==> config.mk <==
export PLATFORM = sky130hd
export DESIGN_NAME = rgbs_out_buf
export DESIGN_NICKNAME = d
export VERILOG_FILES = /design/src/sv/rgbs_pkg.sv /design/src/sv/rgbs_out_buf.sv
export SDC_FILE = /design/constraint.sdc
export NUM_CORES = 1
export LEC_CHECK = 0
export ABC_AREA = 1
export BUFFER_PORTS_ARGS = -buffer_cell sky130_fd_sc_hd__buf_2
export CORE_MARGIN = 5
export CORE_UTILIZATION = 52
export CTS_BUF_LIST = sky130_fd_sc_hd__clkbuf_4 sky130_fd_sc_hd__clkbuf_8
export CTS_CLUSTER_SIZE = 12
export DETAILED_ROUTE_END_ITERATION = 10
export PLACE_DENSITY = 0.79
export SYNTH_ARGS = -nofsm -noshare
export SYNTH_HDL_FRONTEND = slang
export SYNTH_SLANG_ARGS = --single-unit
==> constraint.sdc <==
create_clock -name i_clk -period 4.8 [get_ports i_clk]
set_input_delay 0.72 -clock i_clk [delete_from_list [all_inputs] [get_ports i_clk]]
set_output_delay 0.72 -clock i_clk [all_outputs]
set_load 0.01 [all_outputs]
==> src/sv/rgbs_pkg.sv <==
package rgbs_pkg;

    // Default frame size in pixels.
    localparam int unsigned MAX_PIXELS_DEF = 131072;

    // Field widths.
    localparam int unsigned PIX_W      = 8;
    localparam int unsigned IN_IDX_W   = 17;
    localparam int unsigned FRAC_W     = 8;
    localparam int unsigned MEAN_W     = PIX_W + FRAC_W;
    localparam int unsigned VAR_W      = 24;
    localparam int unsigned ALPHA_W    = 16;
    localparam int unsigned THR_W      = 8;
    localparam int unsigned CFG_IDX_W  = 2;
    localparam int unsigned CFG_DATA_W = 24;
    localparam int unsigned S_TDATA_W  = 32;
    localparam int unsigned M_TDATA_W  = 56;
    localparam int unsigned RAM_W      = MEAN_W + VAR_W;

    // Number of update stages between the model read and the write-back.
    localparam int unsigned N_BACK = 6;

    // Configuration register indexes.
    localparam logic [CFG_IDX_W-1:0] CFG_ALPHA    = 2'd0;
    localparam logic [CFG_IDX_W-1:0] CFG_THRESH   = 2'd1;
    localparam logic [CFG_IDX_W-1:0] CFG_INIT_VAR = 2'd2;

    // Configuration reset values.
    localparam logic [ALPHA_W-1:0] ALPHA_RESET    = 16'd655;
    localparam logic [THR_W-1:0]   THRESH_RESET   = 8'd44;
    localparam logic [VAR_W-1:0]   INIT_VAR_RESET = 24'd0;

    typedef struct packed {
        logic [ALPHA_W-1:0] alpha;
        logic [THR_W-1:0]   thresh;
        logic [VAR_W-1:0]   init_var;
    } t_cfg;

    typedef struct packed {
        logic [PIX_W-1:0] pixel;
        logic             first;
    } t_item;

    typedef struct packed {
        logic              fg;
        logic [VAR_W-1:0]  variance;
        logic [MEAN_W-1:0] mean;
        logic [MEAN_W-1:0] distance;
    } t_result;

endpackage

==> src/sv/rgbs_out_buf.sv <==
module rgbs_out_buf
    import rgbs_pkg::*;
(
    input  logic    i_clk,
    input  logic    i_rst_n,
    input  logic    i_push,
    input  t_result i_data,
    input  logic    i_ready,
    output logic    o_valid,
    output t_result o_data,
    output logic    o_full
);

    t_result    r_slot [2];
    logic       r_wr_ptr;
    logic       r_rd_ptr;
    logic [1:0] r_count;
    logic       pop;

    assign pop = o_valid && i_ready;

    // Pointers and fill count.
    always_ff @(posedge i_clk) begin
        if (!i_rst_n) begin
            r_wr_ptr <= 1'b0;
            r_rd_ptr <= 1'b0;
            r_count  <= 2'd0;
        end else begin
            if (i_push) begin
                r_wr_ptr <= ~r_wr_ptr;
            end
            if (pop) begin
                r_rd_ptr <= ~r_rd_ptr;
            end
            case ({i_push, pop})
                2'b10:   r_count <= r_count + 2'd1;
                2'b01:   r_count <= r_count - 2'd1;
                default: r_count <= r_count;
            endcase
        end
    end

    // Result slots.
    always_ff @(posedge i_clk) begin
        if (i_push) begin
            r_slot[r_wr_ptr] <= i_data;
        end
    end

    assign o_valid = (r_count != 2'd0);
    assign o_data  = r_slot[r_rd_ptr];
    assign o_full  = (r_count == 2'd2);

endmodule

# After elaboration in Yosys (flattened, before gate mapping)
# Memory sizes are Yosys's and may differ from the RTL's. A register that Yosys moved wholly into a read port is not among the register bits.
# Index checks and enable logic that the tools add are counted.
# classes
n_eq_ne	3
shift	0
n_lt_le_gt_ge	0
bitwise_logic	2
n_div	0
reduce_logical	3
mul	0
addsub	2
mux	5
# op_table
cell	n
$eq 2x2->1 const B	2
$mux 1	4
$pmux 2 s2	1
$reduce_bool 2->1	2
$add 2x1->2 const B	1
$eq 2x1->1 const B	1
$not 1->1	2
$sub 2x1->2 const B	1
$logic_and 1x1->1	1
# word_totals
latchBits	0
output_inout_bits	59
romBits	0
word_cells	19
ramBits	114
mem_count	1
ff_bits	4
in_bits	61
# mem_list
memory	words	word_bits	read_ports	rd_ports_with_merged_regs	write_ports	line_no	text
r_slot	2	57	1	1	1	rgbs_out_buf.sv:14	t_result r_slot [2];

# Logic depth before layout (Yosys ltp)
# logic_depth
ltp_word	4
mapped_depth	7
depth_no_buf	7

# Least setup slack after synthesis
# Ideal clock, no wire load.
# synth_path
path_type	input to register
from	in i_push
to	mem r_slot[0][0] (netlist bit) (enable)
slack_ns	1.156
path_buffers	0
arrival_time_ns	3.170
setup_ns	0.473
cell_stages	2
required_time_ns	4.327
path_cell_list	inv_1 > nor2_1
# synth_between
elab_chain_cells	2
# synth_rtl
item	line_no	text
start: declaration	rgbs_out_buf.sv:6	input logic i_push,
$mux 1	rgbs_out_buf.sv:45	if (i_push) begin
$mux 1 (implied by the code)	rgbs_out_buf.sv:46	r_slot[r_wr_ptr] <= i_data;
end: declaration	rgbs_out_buf.sv:14	
# Every way passes these cells.

==> impl_metrics.ini <==
[global_routing]
grt_start_max_net_pins = 58
use_met3_pct = 7.04
grt_pass1_vias = 2485
globalRouteMet1Util_pct = 17.0
top_usage_layer = met2
grt_use_total_pct = 15.1
antenna_found_initial = 0
overflow = 0
grt_pass1_wl_mm = 11.6
met2_usage_pct = 25.4

[pwr]
p_leak_nw = 2.18
p_switching_mw = 0.541
p_int_mw = 1.86
p_comb_share_pct = 11.5
seqPwrFrac_pct = 52.0
p_sw_share_pct = 22.5
ir_drop_mv = 0.314
pwr-share-clk_pct = 36.5
power.density_nw_per_um2 = 432

[detailed_routing]
drcViolationCount = 0
ant_nets = 0
drtPass1Iterations = 4
wl_mm = 7.49
drt-initial-drc-count = 80
vias = 2307
wire_per_inst_um = 16.1
via_per_inst = 4.97

[timing]
slew_viol_final = 0
hold_violations = 0
tns_ps = 0
fmax_mhz = 375
setup_violations = 0
layout_worst_path_cycle_share_pct = 55.6
slew_headroom_pct = 17.7
fin_crit_ps = 2670
skew_ps = 6.27
rsz0062_at_grt = no
tightestPinTransition_ps = 1230

[floorplanning]
initial_core_util_pct = 53.8
rows = 33
die_area_sq_um = 10500
core_sq_um = 8300
die_w_um = 103
io_pins = 120
die_h_um = 103

[placed_design]
hpwl_mm = 4.95
io_buffers = 119
place_area_sq_um = 5170
gp_congestion = 0.712
place_inst = 433

[logic_synthesis]
synth-seq-cells = 119
ys_warn_count = 0
syn_area_per_cell_sq_um = 21.0
yosysSeqAreaShare_pct = 78.9
synthesis.nets = 275
synthCells = 213
syn-cell-area_sq_um = 4470
ys_types = 15

[final_layout]
area_delta_synth_final_pct = 24.4
drive_above_1_share_pct = 58.5
final_cell_area_sq_um = 5560
antenna_cells = 0
layout.nets = 409
layout.cells.non_filler = 464

[clock_tree]
cts_max_level = 4
cts-buffers-inserted = 17
cts.path.max_buffers = 2
clkSinkCount = 119
cts_root_buf = clkbuf_8
cts_tree = built
cts_resized = 0
post-cts-setup-buffers = 0
clk_pin_slew_ps = 70
clk_latency_ps = 400
ctsHoldBuffers = 0

[critical_path]
critPathMaxFanout = 57
crit_slowest_cell = dfxtp_4
cp-end-kind = output port
cp-start-kind = flip-flop
path_cells = mux2_2 -> buf_2
r2r_start = r_wr_ptr
critPathKind = reg2out
critPathArrivalTime_ps = 1950
slowest_delay_ps = 960
critPathRequiredTime_ps = 4080

[hold_path]
hp-class = in2reg
min_from = i_data[41]

[job]
cap_violations = 0

[status]
status = completed
==> cell usage in the layout (no fill, tap or decap), drive strengths merged, types with 3 or more instances in the layout <==
cell type	instances
buf	121
bufinv	3
clkbuf	17
clkinv	7
clkinvlp	4
dfxtp	5
edfxtp	114
inv	6
mux2	57
nand2	8
nor2	11
==> power groups by stage <==
stage               sequential (mW)  combinational [mW]  clock, mW
floorplan                      1.24               0.201          0
global placement               1.27               0.275          0
detailed placement             1.27               0.281          0
CTS                            1.25               0.282      0.897
global route                   1.26               0.300      0.956
finish                         1.25               0.275      0.876
==> worst max-delay path, delay by kind of cell, from the launching register on <==
kind / cells / cell delay, ps
buffers and inverters: 1 / 140
multiplexers: 1 / 440
flip-flops: 1 / 960
==> path summary, 6_finish.rpt <==
kind | end | slack [ps] | cells past startpoint
hold / removal | r_slot[0][41] | 500 | 1
setup / recovery | o_data[51] | 2130 | 2
hold reg to reg | flip-flop | 510 | 2
setup reg to reg | r_slot[0][50] | 2770 | 2
==> synthesized netlist by cell type <==
| cell type | instances | area [sq um] |
|---|---|---|
| mux2_2 | 27 | 304 |
| inv_1 | 6 | 22.5 |
| buf_2 | 2 | 10.0 |
| mux2_4 | 30 | 450 |
| dfxtp_1 | 5 | 100 |
| nand4_1 | 1 | 6.26 |
| buf_6 | 4 | 45.0 |
| nand3_1 | 1 | 5.00 |
| ha_1 | 1 | 12.5 |
| a21oi_1 | 1 | 5.00 |
| nand2_1 | 8 | 30.0 |
| nor2_1 | 11 | 41.3 |
| edfxtp_1 | 114 | 3420 |
| o21ai_0 | 1 | 5.00 |
| o21a_1 | 1 | 7.51 |
==> metrics by stage <==
step	total power, mW	util, %	hold WS (ps)	setup WS [ps]
2_1_floorplan	1.44	-	451	1160
3_3_place_gp	1.55	62.2	472	2220
3_5_place_dp	1.55	62.2	487	2170
4_1_cts	2.43	67.0	475	2060
5_1_grt	2.51	67.0	454	2010
6_report	2.40	67.0	501	2130
==> state kept, by name, indices dropped and copies added (netlist names), named ones only <==
| signal | flops |
|---|---|
| r_count | 2 |
| r_rd_ptr | 1 |
| r_slot | 114 |
| r_wr_ptr | 1 |
==> cell families (layout without fill, tap and decap cells) <==
logic type / count (synthesis) / after routing / share of synthesized area [%]
fa+ha+maj: 1 / 1 / 0.280
mux: 57 / 57 / 16.9
simple gates: 21 / 21 / 1.85
flops: 119 / 119 / 78.9
buf+inv: 12 / 158 / 1.74
compound gates: 3 / 3 / 0.392
==> per-layer routing <==
metal,up-vias,routed length (um)
met3,5,642
li1,1094,-
met4,0,67
met1,1122,2810
met2,86,3970
met5,-,0
==> area by class of cell <==
cell class,instances,area [sq um]
sequential,119,3530
fill,592,2740
multi-input combinational,82,875
timing repair buffer,121,611
clock buffer,17,234
clock inverter,14,160
tap,105,131
inverter,6,22.5
Power figures use the tool's default switching activity.
