$ cat src/sv/rgbs_pkg.sv
package rgbs_pkg;

    // Default frame size in pixels.
    localparam int unsigned MAX_PIXELS_DEF = 131072;

    // Field widths.
    localparam int unsigned PIX_W      = 8;
    localparam int unsigned IN_IDX_W   = 17;
    localparam int unsigned FRAC_W     = 8;
    localparam int unsigned MEAN_W     = PIX_W + FRAC_W;
    localparam int unsigned VAR_W      = 24;
    localparam int unsigned ALPHA_W    = 16;
    localparam int unsigned THR_W      = 8;
    localparam int unsigned CFG_IDX_W  = 2;
    localparam int unsigned CFG_DATA_W = 24;
    localparam int unsigned S_TDATA_W  = 32;
    localparam int unsigned M_TDATA_W  = 56;
    localparam int unsigned RAM_W      = MEAN_W + VAR_W;

    // Number of update stages between the model read and the write-back.
    localparam int unsigned N_BACK = 6;

    // Configuration register indexes.
    localparam logic [CFG_IDX_W-1:0] CFG_ALPHA    = 2'd0;
    localparam logic [CFG_IDX_W-1:0] CFG_THRESH   = 2'd1;
    localparam logic [CFG_IDX_W-1:0] CFG_INIT_VAR = 2'd2;

    // Configuration reset values.
    localparam logic [ALPHA_W-1:0] ALPHA_RESET    = 16'd655;
    localparam logic [THR_W-1:0]   THRESH_RESET   = 8'd44;
    localparam logic [VAR_W-1:0]   INIT_VAR_RESET = 24'd0;

    typedef struct packed {
        logic [ALPHA_W-1:0] alpha;
        logic [THR_W-1:0]   thresh;
        logic [VAR_W-1:0]   init_var;
    } t_cfg;

    typedef struct packed {
        logic [PIX_W-1:0] pixel;
        logic             first;
    } t_item;

    typedef struct packed {
        logic              fg;
        logic [VAR_W-1:0]  variance;
        logic [MEAN_W-1:0] mean;
        logic [MEAN_W-1:0] distance;
    } t_result;

endpackage

$ cat src/sv/rgbs_index_wrap.sv
module rgbs_index_wrap
    import rgbs_pkg::*;
#(
    parameter int unsigned MAX_PIXELS = MAX_PIXELS_DEF,
    localparam int unsigned IW = $clog2(MAX_PIXELS)
) (
    input  logic                i_clk,
    input  logic                i_rst_n,
    input  logic                i_en,
    input  logic                i_valid,
    input  t_item               i_item,
    input  logic [IN_IDX_W-1:0] i_idx,
    output logic                o_valid,
    output t_item               o_item,
    output logic [IW-1:0]       o_idx
);

    // Reduction by multiplication with a truncated reciprocal: the quotient
    // comes out exact or one low, so one compare and subtract finishes it.
    localparam bit WRAP = (MAX_PIXELS < (1 << IN_IDX_W));
    localparam int unsigned SHIFT   = IN_IDX_W + $clog2(MAX_PIXELS);
    localparam int unsigned RECIP_W = IN_IDX_W + 2;
    localparam int unsigned PROD_W  = IN_IDX_W + RECIP_W;
    localparam logic [63:0] RECIP_FULL = (64'd1 << SHIFT) / 64'(MAX_PIXELS);
    localparam logic [RECIP_W-1:0]  RECIP = RECIP_FULL[RECIP_W-1:0];
    localparam logic [IN_IDX_W-1:0] MODV  = IN_IDX_W'(MAX_PIXELS);

    logic                  r_a_valid;
    t_item                 r_a_item;
    logic [IN_IDX_W-1:0]   r_a_idx;
    logic [PROD_W-1:0]     r_a_prod;
    logic                  r_b_valid;
    t_item                 r_b_item;
    logic [IN_IDX_W-1:0]   r_b_idx;
    logic [2*IN_IDX_W-1:0] r_b_mul;
    logic                  r_x_valid;
    t_item                 r_x_item;
    logic [IW-1:0]         r_x_idx;

    logic [PROD_W-1:0]     n_a_prod;
    logic [IN_IDX_W-1:0]   quot;
    logic [2*IN_IDX_W-1:0] n_b_mul;
    logic [IN_IDX_W-1:0]   diff;
    logic [IN_IDX_W-1:0]   reduced;
    logic [IW-1:0]         n_x_idx;

    // Quotient estimate and its product with the frame size.
    assign n_a_prod = PROD_W'(i_idx) * PROD_W'(RECIP);
    assign quot     = IN_IDX_W'(r_a_prod >> SHIFT);
    assign n_b_mul  = (2*IN_IDX_W)'(quot) * (2*IN_IDX_W)'(MODV);

    // Remainder with a single correction step.
    assign diff    = r_b_idx - r_b_mul[IN_IDX_W-1:0];
    assign reduced = (diff >= MODV) ? (diff - MODV) : diff;

    generate
        if (WRAP) begin : g_wrap
            assign n_x_idx = reduced[IW-1:0];
        end else if (IW == IN_IDX_W) begin : g_same
            assign n_x_idx = r_b_idx;
        end else begin : g_wide
            assign n_x_idx = {{(IW-IN_IDX_W){1'b0}}, r_b_idx};
        end
    endgenerate

    // Valid bits.
    always_ff @(posedge i_clk) begin
        if (!i_rst_n) begin
            r_a_valid <= 1'b0;
            r_b_valid <= 1'b0;
            r_x_valid <= 1'b0;
        end else if (i_en) begin
            r_a_valid <= i_valid;
            r_b_valid <= r_a_valid;
            r_x_valid <= r_b_valid;
        end
    end

    // Payload stages.
    always_ff @(posedge i_clk) begin
        if (i_en) begin
            r_a_item <= i_item;
            r_a_idx  <= i_idx;
            r_a_prod <= n_a_prod;
            r_b_item <= r_a_item;
            r_b_idx  <= r_a_idx;
            r_b_mul  <= n_b_mul;
            r_x_item <= r_b_item;
            r_x_idx  <= n_x_idx;
        end
    end

    assign o_valid = r_x_valid;
    assign o_item  = r_x_item;
    assign o_idx   = r_x_idx;

endmodule

$ cat config.mk
export PLATFORM = sky130hd
export DESIGN_NAME = rgbs_index_wrap
export DESIGN_NICKNAME = d
export VERILOG_FILES = /design/src/sv/rgbs_pkg.sv /design/src/sv/rgbs_index_wrap.sv
export SDC_FILE = /design/constraint.sdc
export NUM_CORES = 1
export LEC_CHECK = 0
export ABC_AREA = 0
export BUFFER_PORTS_ARGS = -buffer_cell sky130_fd_sc_hd__buf_4
export CAP_MARGIN = 0
export CELL_PAD_IN_SITES_DETAIL_PLACEMENT = 0
export CELL_PAD_IN_SITES_GLOBAL_PLACEMENT = 1
export CORE_MARGIN = 4
export CORE_UTILIZATION = 40
export CTS_BUF_LIST = sky130_fd_sc_hd__clkbuf_4
export CTS_CLUSTER_DIAMETER = 30
export DETAILED_ROUTE_END_ITERATION = 10
export GPL_TIMING_DRIVEN = 0
export PLACE_DENSITY_LB_ADDON = 0.1
export SLEW_MARGIN = 25
export SYNTH_ARGS = -nofsm -noshare
export SYNTH_HDL_FRONTEND = slang
export SYNTH_SLANG_ARGS = --single-unit
$ cat constraint.sdc
create_clock -name i_clk -period 0.8 [get_ports i_clk]
set_input_delay 0 -clock i_clk [delete_from_list [all_inputs] [get_ports i_clk]]
set_output_delay 0 -clock i_clk [all_outputs]
set_load 0.01 [all_outputs]
=== Word-level counts from Yosys, hierarchy flattened ===
Cells that the tools add are included.

* Output and inout port bits: 27
* Bits in registers: 81
* Word-level logic and storage cells: 12

=== Logic depth before layout (Yosys ltp) ===
* Word-level depth: 0
* Mapped depth: 2

=== Worst setup path before layout ===
OpenSTA, ideal clock, no wires.

* Kind: flip-flop to flip-flop
* From: register, netlist name o_valid
* To: register r_x_valid, in the netlist o_valid
* Period minus slack after synthesis: 599 ps
* Required time: 684 ps
* Slack: 201 ps
* Cell stages (with the launch flop): 3
* Arrival time: 483 ps
* Path buffers: 0
* Cell sequence: dfxtp_1 -> mux2i_1 -> nor2b_1

{| class="wikitable"
|+ RTL lines
! element !! line !! source
|-
| to (signal assigned) || rgbs_index_wrap.sv:75 || <nowiki>r_x_valid <= r_b_valid;</nowiki>
|-
| to (decl) || rgbs_index_wrap.sv:36 || <nowiki>logic r_x_valid;</nowiki>
|}

=== Worst setup path in the final report ===
* From: register r_x_idx[8], in the netlist o_idx[8]
* To: output port o_idx[8]

{| class="wikitable"
|+ RTL lines
! element !! line !! source
|-
| from (decl) || rgbs_index_wrap.sv:38 || <nowiki>logic [IW-1:0] r_x_idx;</nowiki>
|-
| from (signal assigned) || rgbs_index_wrap.sv:89 || <nowiki>r_x_idx <= n_x_idx;</nowiki>
|-
| to (decl) || rgbs_index_wrap.sv:15 || <nowiki>output logic [IW-1:0] o_idx</nowiki>
|}

No word-level cell between the ends.

==> metrics.md <==
| Metric | Value |
|---|---|
| Outcome | `finished, violations left` |
| Violated checks | `setup timing` |
| GPL Wtd Cong | `0.593` |
| Vias per cell | `4.19` |
| Insertion delay to the later sink of the worst-skew pair | `0.38 ns` |
| First drt pass iteration count | `4` |
| CP peak stage delay | `0.41 ns` |
| Synthesized area | `2450 um2` |
| DRT iter0 DRCs | `69` |
| Initial Util | `41.4%` |
| CTS Root Cell | `clkbuf_4` |
| CP max FO | `1` |
| Family with the most delay on the worst path | `flip-flops` |
| Post-DP Area | `2970 um2` |
| Placed Cells | `218` |
| Cell Chain, Critical Path | `buf_6` |
| Final Hold Vio Count | `0` |
| Slew Viols, Final | `0` |
| Die W | `86.3 um` |
| PortBufs | `56` |
| Vias in the first global route | `1,148` |
| Post-route minimum period | `0.925 ns` |
| Rel. slew slack | `53.3%` |
| PD cells | `2130 nW/um2` |
| Routed WL | `3290 um` |
| Final period utilization | `116%` |
| Clock transition at path regs | `0.11 ns` |
| Pwr Total | `0.00732 W` |
| Worst setup margin | `-0.125 ns` |
| CP bufs+invs | `1` |
| Detailed-route DRC error count | `0` |
| Max Buffers Root-to-Sink | `2` |
| Leakage power | `1.28 nW` |
| Crit end category | `primary output` |
| CTS tree | `done` |
| Slew @ Worst Pin | `0.700 ns` |
| Grt ovf | `0` |
| Inserted Clock Buffers | `9` |
| Max IR drop VDD | `1180 uV` |
| Startpoint types | `register` |
| FILL cells | `476` |
| # setup viols final | `27` |
| Io pins | `57` |
| Post-Syn Area per Cell | `28.2 um2` |
| Warnings, synthesis | `0` |
| Setup CP Type | `register to primary output` |
| Fmax | `1080 MHz` |
| Sequential fraction of the synthesis area | `98.0%` |
| Clock Sinks | `81` |
| Initial antenna violation count | `0` |
| Worst Hold Class | `input port to register` |
| GR Util All Layers | `9.86%` |
| Max Clock Skew | `0.0140 ns` |
| Slowest cell on crit path | `edfxtp_1` |
| Multi-input gate area | `48.8 um2` |
| Core area | `5920 um2` |
| Yosys cell types | `4` |
| Routed Antenna Nets | `0` |
| Post-route cell area | `3440 um2` |
| Drt wl/cell | `12.7 um` |
| Hold WS | `0.140 ns` |
| Die ar. | `7440 um2` |
| Synth Net Count | `117` |
| RSZ-0062 raised after global routing | `yes` |
| Die height | `86.3 um` |
| Share of layout cells above drive strength 1 | `37.3%` |
| Post-CTS Setup Inserts | `0` |
| Sum Neg Setup Slack | `-2.76 ns` |
| CP required | `0.80 ns` |
| Final nets | `212` |
| Htree depth | `3` |
| Row count | `28` |
| Hpwl dp | `1850 um` |
| Largest net degree at the start of global routing | `82` |
| Area Overhead vs Synth | `40.2%` |
| Vias | `1,089` |
| Max Cap Violations | `0` |
| Reg area | `2400 um2` |
| Final std cells w/o fill | `260` |
| Cells after Synth | `87` |
| Yosys reg bits | `81` |
| Worst EP arrival | `0.92 ns` |
| First-pass GRT wire length | `5310 um` |
| Diodes inserted | `0` |
## synth_stat cells
cell type	count	share of area [%]
edfxtp_1	78	96
dfxtp_1	3	2.5
mux2i_1	3	1.2
nor2b_1	3	0.77
## layout by cell type, fill, tap and decap left out
cell           count
edfxtp_1          78
buf_4             30
dlygate4sd3_1     28
buf_6             26
clkbuf_4           9
mux2i_1            3
nor2b_1            3
clkinv_2           2
clkinv_1           2
dfxtp_1            2
clkinvlp_4         1
dfxtp_2            1
## where the power goes
part	internal (W)	switching (W)	leakage [nW]
clock	0.000576	0.00118	0.0525
sequential	0.00498	0.0000833	0.788
combinational	0.000320	0.000183	0.440
## final cells by class
class,count,share of cell area (%)
Sequential cell,81,69.9
Timing Repair Buffer,84,23.2
Tap cell,75,2.73
Clock buffer,9,1.97
Multi-Input combinational cell,6,1.42
Clock inverter,5,0.728
## through the flow
step,setup WS [ns],utilization [%]
CTS,-0.184,57.2
floorplan,0.201,-
global placement,-0.387,50.1
detailed placement,-0.456,50.1
global route,-0.220,58.1
finish,-0.125,58.1
## repair_timing
item                       4_1_cts  5_1_grt
hold endpoints to repair        29        0
hold buffers                    28        0
gates resized for setup         13       14
pin swaps                        0        0
setup endpoints to repair       28       27
## registers in the layout, indices dropped and copies added (netlist names)
name	flops
n_x_idx	17
o_idx	17
o_item	9
o_valid	1
r_a_idx	17
r_a_item	9
r_a_valid	1
r_b_item	9
r_b_valid	1
## final timing paths
kind / endpoint / startpoint / slack (ns) / depth (start not counted)
setup / recovery: o_idx[8] / o_idx[8] / -0.12 / 1
hold / removal: r_a_idx[13] / i_en / 0.14 / 1
setup reg to reg: n_x_idx[5] / r_a_idx[5] / 0.15 / 0
hold reg to reg: o_idx[0] / n_x_idx[0] / 0.42 / 0
## cells by family (layout without fill, tap and decap cells)
logic type | after synthesis | count (layout) | synth area share [%]
multiplexers | 3 | 3 | 1.23
buffers and inverters | 0 | 98 | 0
AND/OR/NAND/NOR | 3 | 3 | 0.766
flip-flops | 81 | 81 | 98.0
## per-layer routing
metal / vias to the layer above / GRT usage (%) / wire length (um)
met1: 513 / 10.7 / 1220
met4: 0 / 7.22 / 63
li1: 535 / - / -
met3: 6 / 3.33 / 207
met5: - / 0 / 0
met2: 35 / 16.0 / 1790
(Power assumes the default switching activity.)
