--- src/sv/rgbs_pkg.sv ---
package rgbs_pkg;

    // Default frame size in pixels.
    localparam int unsigned MAX_PIXELS_DEF = 131072;

    // Field widths.
    localparam int unsigned PIX_W      = 8;
    localparam int unsigned IN_IDX_W   = 17;
    localparam int unsigned FRAC_W     = 8;
    localparam int unsigned MEAN_W     = PIX_W + FRAC_W;
    localparam int unsigned VAR_W      = 24;
    localparam int unsigned ALPHA_W    = 16;
    localparam int unsigned THR_W      = 8;
    localparam int unsigned CFG_IDX_W  = 2;
    localparam int unsigned CFG_DATA_W = 24;
    localparam int unsigned S_TDATA_W  = 32;
    localparam int unsigned M_TDATA_W  = 56;
    localparam int unsigned RAM_W      = MEAN_W + VAR_W;

    // Number of update stages between the model read and the write-back.
    localparam int unsigned N_BACK = 6;

    // Configuration register indexes.
    localparam logic [CFG_IDX_W-1:0] CFG_ALPHA    = 2'd0;
    localparam logic [CFG_IDX_W-1:0] CFG_THRESH   = 2'd1;
    localparam logic [CFG_IDX_W-1:0] CFG_INIT_VAR = 2'd2;

    // Configuration reset values.
    localparam logic [ALPHA_W-1:0] ALPHA_RESET    = 16'd655;
    localparam logic [THR_W-1:0]   THRESH_RESET   = 8'd44;
    localparam logic [VAR_W-1:0]   INIT_VAR_RESET = 24'd0;

    typedef struct packed {
        logic [ALPHA_W-1:0] alpha;
        logic [THR_W-1:0]   thresh;
        logic [VAR_W-1:0]   init_var;
    } t_cfg;

    typedef struct packed {
        logic [PIX_W-1:0] pixel;
        logic             first;
    } t_item;

    typedef struct packed {
        logic              fg;
        logic [VAR_W-1:0]  variance;
        logic [MEAN_W-1:0] mean;
        logic [MEAN_W-1:0] distance;
    } t_result;

endpackage

--- src/sv/rgbs_update_pipe.sv ---
module rgbs_update_pipe
    import rgbs_pkg::*;
#(
    parameter int unsigned MAX_PIXELS = MAX_PIXELS_DEF,
    localparam int unsigned IW = $clog2(MAX_PIXELS)
) (
    input  logic                       i_clk,
    input  logic                       i_rst_n,
    input  logic                       i_en,
    input  logic                       i_valid,
    input  t_item                      i_item,
    input  logic [IW-1:0]              i_idx,
    input  logic [MEAN_W-1:0]          i_mean_old,
    input  logic [VAR_W-1:0]           i_var_old,
    input  t_cfg                       i_cfg,
    output logic                       o_valid,
    output logic [IW-1:0]              o_idx,
    output t_result                    o_result,
    output logic [N_BACK-1:0]          o_tag_valid,
    output logic [N_BACK-1:0][IW-1:0]  o_tag_idx
);

    localparam int unsigned PK_W   = ALPHA_W + 1 + MEAN_W;
    localparam int unsigned PA_W   = ALPHA_W + MEAN_W;
    localparam int unsigned MSUM_W = PK_W + 1;
    localparam int unsigned DD_W   = 2 * MEAN_W;
    localparam int unsigned VK_W   = ALPHA_W + 1 + VAR_W;
    localparam int unsigned VA_W   = ALPHA_W + VAR_W;
    localparam int unsigned VSUM_W = VK_W + 1;
    localparam logic [ALPHA_W:0]    KEEP_BASE = {1'b1, {ALPHA_W{1'b0}}};
    localparam logic [MSUM_W-1:0]   M_HALF = MSUM_W'(1) << (ALPHA_W - 1);
    localparam logic [VSUM_W-1:0]   V_HALF = VSUM_W'(1) << (ALPHA_W - 1);
    localparam logic [DD_W:0]       D_HALF = (DD_W + 1)'(1) << (FRAC_W - 1);

    // Stage valid bits, indexes and items, one entry per stage.
    logic [N_BACK-1:0]         r_valid;
    logic [N_BACK-1:0][IW-1:0] r_idx;
    t_item                     r_item [N_BACK];

    // Stage payload.
    logic [PK_W-1:0]   r2_pk;
    logic [PA_W-1:0]   r2_pa;
    logic [VAR_W-1:0]  r2_vold;
    logic [MEAN_W-1:0] r3_mean;
    logic [MEAN_W-1:0] r3_dist;
    logic [VAR_W-1:0]  r3_vold;
    logic [DD_W-1:0]   r4_dd;
    logic [MEAN_W-1:0] r4_mean;
    logic [MEAN_W-1:0] r4_dist;
    logic [VAR_W-1:0]  r4_vold;
    logic [VAR_W-1:0]  r5_d2;
    logic [MEAN_W-1:0] r5_mean;
    logic [MEAN_W-1:0] r5_dist;
    logic [VAR_W-1:0]  r5_vold;
    logic [VK_W-1:0]   r6_pvk;
    logic [VA_W-1:0]   r6_pva;
    logic [MEAN_W-1:0] r6_mean;
    logic [MEAN_W-1:0] r6_dist;

    logic [ALPHA_W:0]    keep;
    logic [PK_W-1:0]     n2_pk;
    logic [PA_W-1:0]     n2_pa;
    logic [MEAN_W-1:0]   big_p1;
    logic [MEAN_W-1:0]   big_p2;
    logic [MSUM_W-1:0]   mean_sum;
    logic [MEAN_W-1:0]   mean_sat;
    logic [MEAN_W-1:0]   n3_mean;
    logic [MEAN_W-1:0]   n3_dist;
    logic [DD_W-1:0]     n4_dd;
    logic [DD_W:0]       d2_sum;
    logic [VAR_W-1:0]    n5_d2;
    logic [VK_W-1:0]     n6_pvk;
    logic [VA_W-1:0]     n6_pva;
    logic [VSUM_W-1:0]   var_sum;
    logic [VAR_W-1:0]    var_new;

    assign keep = KEEP_BASE - {1'b0, i_cfg.alpha};

    // Stage 1: mean blend products from the stored mean.
    assign big_p1 = {r_item[0].pixel, {FRAC_W{1'b0}}};
    assign n2_pk  = PK_W'(keep) * PK_W'(i_mean_old);
    assign n2_pa  = PA_W'(i_cfg.alpha) * PA_W'(big_p1);

    // Stage 2: round and saturate the mean (first frame takes the pixel), then take the distance.
    assign big_p2   = {r_item[1].pixel, {FRAC_W{1'b0}}};
    assign mean_sum = {1'b0, r2_pk} + MSUM_W'(r2_pa) + M_HALF;
    assign mean_sat = (|mean_sum[MSUM_W-1:ALPHA_W+MEAN_W]) ? {MEAN_W{1'b1}}
                                                           : mean_sum[ALPHA_W+MEAN_W-1:ALPHA_W];
    assign n3_mean  = r_item[1].first ? big_p2 : mean_sat;
    assign n3_dist  = (big_p2 >= n3_mean) ? (big_p2 - n3_mean) : (n3_mean - big_p2);

    // Stage 3: square of the distance.
    assign n4_dd = DD_W'(r3_dist) * DD_W'(r3_dist);

    // Stage 4: squared distance back to Q16.8 with rounding and saturation.
    assign d2_sum = {1'b0, r4_dd} + D_HALF;
    assign n5_d2  = (|d2_sum[DD_W:FRAC_W+VAR_W]) ? {VAR_W{1'b1}}
                                                 : d2_sum[FRAC_W+VAR_W-1:FRAC_W];

    // Stage 5: variance blend products.
    assign n6_pvk = VK_W'(keep) * VK_W'(r5_vold);
    assign n6_pva = VA_W'(i_cfg.alpha) * VA_W'(r5_d2);

    // Stage 6: round and saturate the variance; first frame loads the seed.
    assign var_sum = {1'b0, r6_pvk} + VSUM_W'(r6_pva) + V_HALF;
    assign var_new = r_item[N_BACK-1].first ? i_cfg.init_var
                   : ((|var_sum[VSUM_W-1:ALPHA_W+VAR_W]) ? {VAR_W{1'b1}}
                                                         : var_sum[ALPHA_W+VAR_W-1:ALPHA_W]);

    // Valid bits move with the data.
    always_ff @(posedge i_clk) begin
        if (!i_rst_n) begin
            r_valid <= '0;
        end else if (i_en) begin
            r_valid <= {r_valid[N_BACK-2:0], i_valid};
        end
    end

    // Index and item shift line.
    always_ff @(posedge i_clk) begin
        if (i_en) begin
            r_idx[0]  <= i_idx;
            r_item[0] <= i_item;
            for (int k = 1; k < N_BACK; k++) begin
                r_idx[k]  <= r_idx[k-1];
                r_item[k] <= r_item[k-1];
            end
        end
    end

    // Arithmetic stage registers.
    always_ff @(posedge i_clk) begin
        if (i_en) begin
            r2_pk   <= n2_pk;
            r2_pa   <= n2_pa;
            r2_vold <= i_var_old;
            r3_mean <= n3_mean;
            r3_dist <= n3_dist;
            r3_vold <= r2_vold;
            r4_dd   <= n4_dd;
            r4_mean <= r3_mean;
            r4_dist <= r3_dist;
            r4_vold <= r3_vold;
            r5_d2   <= n5_d2;
            r5_mean <= r4_mean;
            r5_dist <= r4_dist;
            r5_vold <= r4_vold;
            r6_pvk  <= n6_pvk;
            r6_pva  <= n6_pva;
            r6_mean <= r5_mean;
            r6_dist <= r5_dist;
        end
    end

    assign o_valid           = r_valid[N_BACK-1];
    assign o_idx             = r_idx[N_BACK-1];
    assign o_result.fg       = (r6_dist > {i_cfg.thresh, {FRAC_W{1'b0}}});
    assign o_result.variance = var_new;
    assign o_result.mean     = r6_mean;
    assign o_result.distance = r6_dist;
    assign o_tag_valid       = r_valid;
    assign o_tag_idx         = r_idx;

endmodule

--- config.mk ---
export PLATFORM = sky130hd
export DESIGN_NAME = rgbs_update_pipe
export DESIGN_NICKNAME = d
export VERILOG_FILES = /design/src/sv/rgbs_pkg.sv /design/src/sv/rgbs_update_pipe.sv
export SDC_FILE = /design/constraint.sdc
export NUM_CORES = 2
export LEC_CHECK = 0
export BUFFER_PORTS_ARGS = -buffer_cell sky130_fd_sc_hd__buf_4
export CAP_MARGIN = 20
export CORE_AREA = 2 2 385 387
export CTS_CLUSTER_SIZE = 30
export DETAILED_ROUTE_END_ITERATION = 12
export DIE_AREA = 0 0 387 389
export SKIP_LAST_GASP = 1
export SLEW_MARGIN = 20
export SYNTH_ARGS = -nofsm -noshare
export SYNTH_HDL_FRONTEND = slang
export SYNTH_SLANG_ARGS = --single-unit
--- constraint.sdc ---
create_clock -name i_clk -period 10.7 [get_ports i_clk]
set_clock_uncertainty 0.15 [all_clocks]
set_input_delay 0.535 -clock i_clk [delete_from_list [all_inputs] [get_ports i_clk]]
set_output_delay 0.535 -clock i_clk [all_outputs]
set_load 0.005 [all_outputs]
== Word level (Yosys, flattened, before mapping) ==
Memories as Yosys holds them, arrays and structs flattened.
Cells that the tools add are included.

* Bits in writable memories: 54
* Register bits after elaboration: 526
* Bits of input ports: 118
* Memories: 1

* Magnitude comparators: 2
* Multiply operators: 5
* Reductions and logical operators: 2
* Add/subtract/negate cells: 8
* Multiplexer cells: 7

{| class="wikitable"
|+ Memory list
! name !! depth !! width !! read ports !! clocked after Yosys merged registers in !! wr ports !! RTL line !! RTL
|-
| r_item || 6 || 9 || 6 || 0 || 6 || rgbs_update_pipe.sv:38 || <nowiki>t_item r_item [N_BACK];</nowiki>
|}

{| class="wikitable"
|+ Operator list
! kind !! number
|-
| $mux W16 || 3
|-
| $mux W24 || 2
|-
| $add A41 B40 Y42 || 1
|-
| $add A42 B16 Y42 const B || 1
|-
| $mul A17 B24 Y41 || 1
|-
| $mul A16 B24 Y40 || 1
|-
| $add A33 B32 Y34 || 1
|-
| $add A34 B16 Y34 const B || 1
|-
| $add A32 B8 Y33 const B || 1
|-
| $mul A17 B16 Y33 || 1
|-
| $mul A16 B16 Y32 || 1
|-
| $sub A16 B16 Y16 || 2
|-
| $mul A16 B8 Y24 || 1
|-
| $sub A17 B16 Y17 const A || 1
|-
| $ge A16 B16 Y1 || 1
|-
| $gt A16 B16 Y1 || 1
|-
| $reduce_or A2 Y1 || 2
|-
| $mux W1 || 2
|}

== Longest topological paths before layout ==
* Word-level depth: 7
* Gate-level depth with buffers: 32

== Least setup slack after synthesis ==
Ideal clock, no wire load.

* Path kind: input to register
* Start point: in i_cfg[32] in the netlist's numbering
* End point: reg r2_pk[32], data pin
* Cell stages on the path: 30
* Arrival time: 7508 ps
* Setup slack: 2782 ps
* Cells stage by stage: clkbuf_1 > clkbuf_1 > inv_1 > ha_1 > nand3_1 > xor2_1 > clkbuf_1 > nand2_1 > fa_1 > inv_1 > fa_1 > inv_1 > fa_1 > inv_1 > fa_1 > inv_1 > fa_1 > inv_1 > fa_1 > ha_1 > a21o_1 > a21o_1 > a21oi_1 > o211ai_1 > a2111oi_1 > o31ai_1 > a41oi_1 > a21oi_1 > a21oi_1 > xnor2_1

* Cells in the longest elaborated chain, start to end: 2

{| class="wikitable"
|+ RTL lines
! element !! RTL line !! RTL
|-
| from (decl) || rgbs_update_pipe.sv:15 || <nowiki>input t_cfg i_cfg,</nowiki>
|-
| $sub A17 B16 Y17 || rgbs_update_pipe.sv:77 || <nowiki>assign keep = KEEP_BASE - {1'b0, i_cfg.alpha};</nowiki>
|-
| $mul A17 B16 Y33 || rgbs_update_pipe.sv:81 || <nowiki>assign n2_pk = PK_W'(keep) * PK_W'(i_mean_old);</nowiki>
|-
| named net n2_pk[32] || rgbs_update_pipe.sv:61 || <nowiki>logic [PK_W-1:0] n2_pk;</nowiki>
|-
| to (signal assigned) || rgbs_update_pipe.sv:134 || <nowiki>r2_pk <= n2_pk;</nowiki>
|-
| to (decl) || rgbs_update_pipe.sv:41 || <nowiki>logic [PK_W-1:0] r2_pk;</nowiki>
|}

The timed path passes the listed nets, and every way through them passes these cells.
A chain may end at the register's enable or synchronous reset.

== Worst setup path after layout ==
* Start point: in i_cfg[35] in the netlist's numbering
* End point: reg r2_pk[32], data pin

The elaborated chain is that of the path after synthesis.

==> impl_metrics.ini <==
[status]
status = complete, no violations

[route]
routedWlPerCell_um = 18.9
drt_first_iter_violations = 2524
routed-via-count = 44300
drc = 0
wl_um = 163000
firstDrtPassIters = 6
vias_per_cell = 5.14
antenna_left = 0

[global_routing]
grt.overflow.total = 0
gr-usage-all-layers_pct = 22.4
grt_pass1_vias = 48300
grt_pass1_wl_um = 265000
grt_max_degree = 132
antenna_found_initial = 9

[critical_path]
max_stage_delay_ns = 0.91
cp-start-kind = input port
critical_path_class = input port to flip-flop
crit_path_top_delay_cell = xnor2_2
cp.arrival_ns = 8.70
cp_top_family = adder cells
crit_path_frequent_cell = fa_1
crit_path_end_kind = flip-flop
path_max_fanout = 34
critPathBufInv = 7
crit_required_ns = 10.96

[synthesis]
synth.cell_area_um2 = 65700
synth_top_family_by_area = adder cells
synth_cell_types = 78
synth_simple_gate_area_share_pct = 13.5
synth-compound-area-share_pct = 5.03
synth-xor-area-share_pct = 2.79
synthAdderAreaFrac_pct = 45.1
syn_inst = 6432
synthMuxAreaShare_pct = 0.267
async_flop_share_pct = 0
syn_nets = 8261
ys_ff_latch = 529
ys_warn_count = 0
syn_area_per_cell_um2 = 10.2
synth_flop_cell = edfxtp_1
synth-edff-count = 523
ys_seq_area_share_pct = 24.1

[floorplan]
ioPinCount = 301
fp.dieW_um = 387
die_y_um = 389
num_rows = 141
initial_core_util_pct = 44.8
die_area_um2 = 151000
core_um2 = 147000

[final_layout]
final_common_cell = inv_1
nets = 8465
drive_gt1_share_pct = 7.67
layout_common_cells = inv_1 (1,322), fa_1 (1,090), nand2_1 (956)
seq_area_um2 = 15800
multi_input_area_um2 = 43900
nFillCells = 13400
area_growth_pct = 10.6

[clock_tree]
cts_root_buf = clkbuf_16
cts_tree = done
h-tree-depth = 3
clock-sinks = 529
cts.clk_slew.worst_paths_ns = 0.06
clkLatencyLatePin_ns = 0.66
ctsResizeCount = 0
cts_buffers = 67
cts_buffer_depth = 3

[sta]
clock.fmax_mhz = 119
worst_slew_pin_slew_ns = 1.16
period_share_pct = 78.8
setup_tns_ns = 0
setup_violations = 0
hold_violations = 0
slew_viol_final = 0
relSlewSlack_pct = 22.3
rsz0062_at_grt = no
fin_crit_ns = 8.44

[placement]
io_buffers = 300
finalWeightedCongestion = 0.867
hpwl_um = 123000

[worst_hold_path]
hold_path_class = flip-flop to flip-flop

[flow_run]
cap_violations = 0
-- kinds of logic after synthesis --
family,after synthesis
adders and majority gates,1711
and+or+nand+nor,1868
muxes,17
AOI/OAI and AO/OA,501
DFF,529
xor gates and xnor gates,209
buffers and inverters,1597
-- cell usage after synthesis, drive strengths merged, types with 32 or more instances --
| library cell | number | area (um^2) |
|---|---|---|
| ha | 621 | 7770 |
| nor3 | 46 | 235 |
| nor2b | 59 | 369 |
| buf | 46 | 264 |
| o21a | 36 | 270 |
| nand3 | 37 | 185 |
| nand2 | 956 | 3590 |
| and3 | 32 | 200 |
| o21ai | 81 | 420 |
| xor2 | 69 | 604 |
| a21oi | 169 | 857 |
| clkbuf | 229 | 860 |
| xnor2 | 140 | 1230 |
| fa | 1090 | 21800 |
| nor2 | 167 | 627 |
| a21o | 70 | 526 |
| inv | 1322 | 4960 |
| and2 | 461 | 2880 |
| edfxtp | 523 | 15700 |
-- worst paths after layout --
kind / slack, ns / depth (start not counted) / endpoint / startpoint
worst max-delay path: 2.26 / 30 / r2_pk[32] / i_cfg[35]
worst min-delay path: 0.24 / 0 / r5_vold[12] / r4_vold[12]
worst max register to register: 3.03 / 23 / r6_pva[38] / r5_d2[8]
worst min register to register: 0.24 / 0 / r5_vold[12] / r4_vold[12]
-- registers in the layout, summed over array words and instances, names as in the netlist, 22 cells and up --
register   flops
r_item        22
r5_d2         24
o_tag_idx     85
r2_vold       24
r2_pk         25
r4_dd         26
r2_pa         24
r5_vold       24
r6_pva        40
r6_pvk        41
r3_vold       24
r4_vold       24
-- through the flow --
step / cell area [um^2] / hold WS, ns / std cells / utilization, % / setup slack, ns
6_report: 72600 / 0.240 / 8622 / 49.5 / 2.26
5_1_grt: 72600 / 0.250 / 8621 / 49.5 / 1.72
4_1_cts: 72600 / 0.232 / 8618 / 49.5 / 2.26
3_5_place_dp: 69800 / 0.255 / 8443 / 47.6 / 1.57
3_3_place_gp: 69800 / 0.251 / 8443 / 47.6 / 1.64
2_1_floorplan: 65700 / 0.250 / 6432 / - / 2.78
-- routing by layer --
| metal | wire length (um) | global-route usage (%) | up-vias |
|---|---|---|---|
| li1 | - | - | 20300 |
| met1 | 70300 | 29.6 | 22500 |
| met2 | 77200 | 37.5 | 1167 |
| met3 | 8620 | 3.15 | 305 |
| met4 | 6310 | 8.68 | 8 |
| met5 | 49 | 0 | - |
-- final cells by class --
class | instances | share of cell area [%]
Antenna cell | 3 | 0.0103
Inverter | 1322 | 6.83
Tap cell | 1930 | 3.33
Clock buffer | 77 | 2.42
Multi-Input combinational cell | 4306 | 60.4
Sequential cell | 529 | 21.8
Timing Repair Buffer | 410 | 4.48
Clock inverter | 45 | 0.689
-- what timing repair did --
action | CTS | global route
hold buffers | 53 | 0
setup buffers | 0 | 0
hold endpoints to repair | 56 | 0
Power is left out: the tool's default activity adds up to more than one toggle a clock period on the data nets, which glitch-free logic cannot reach.
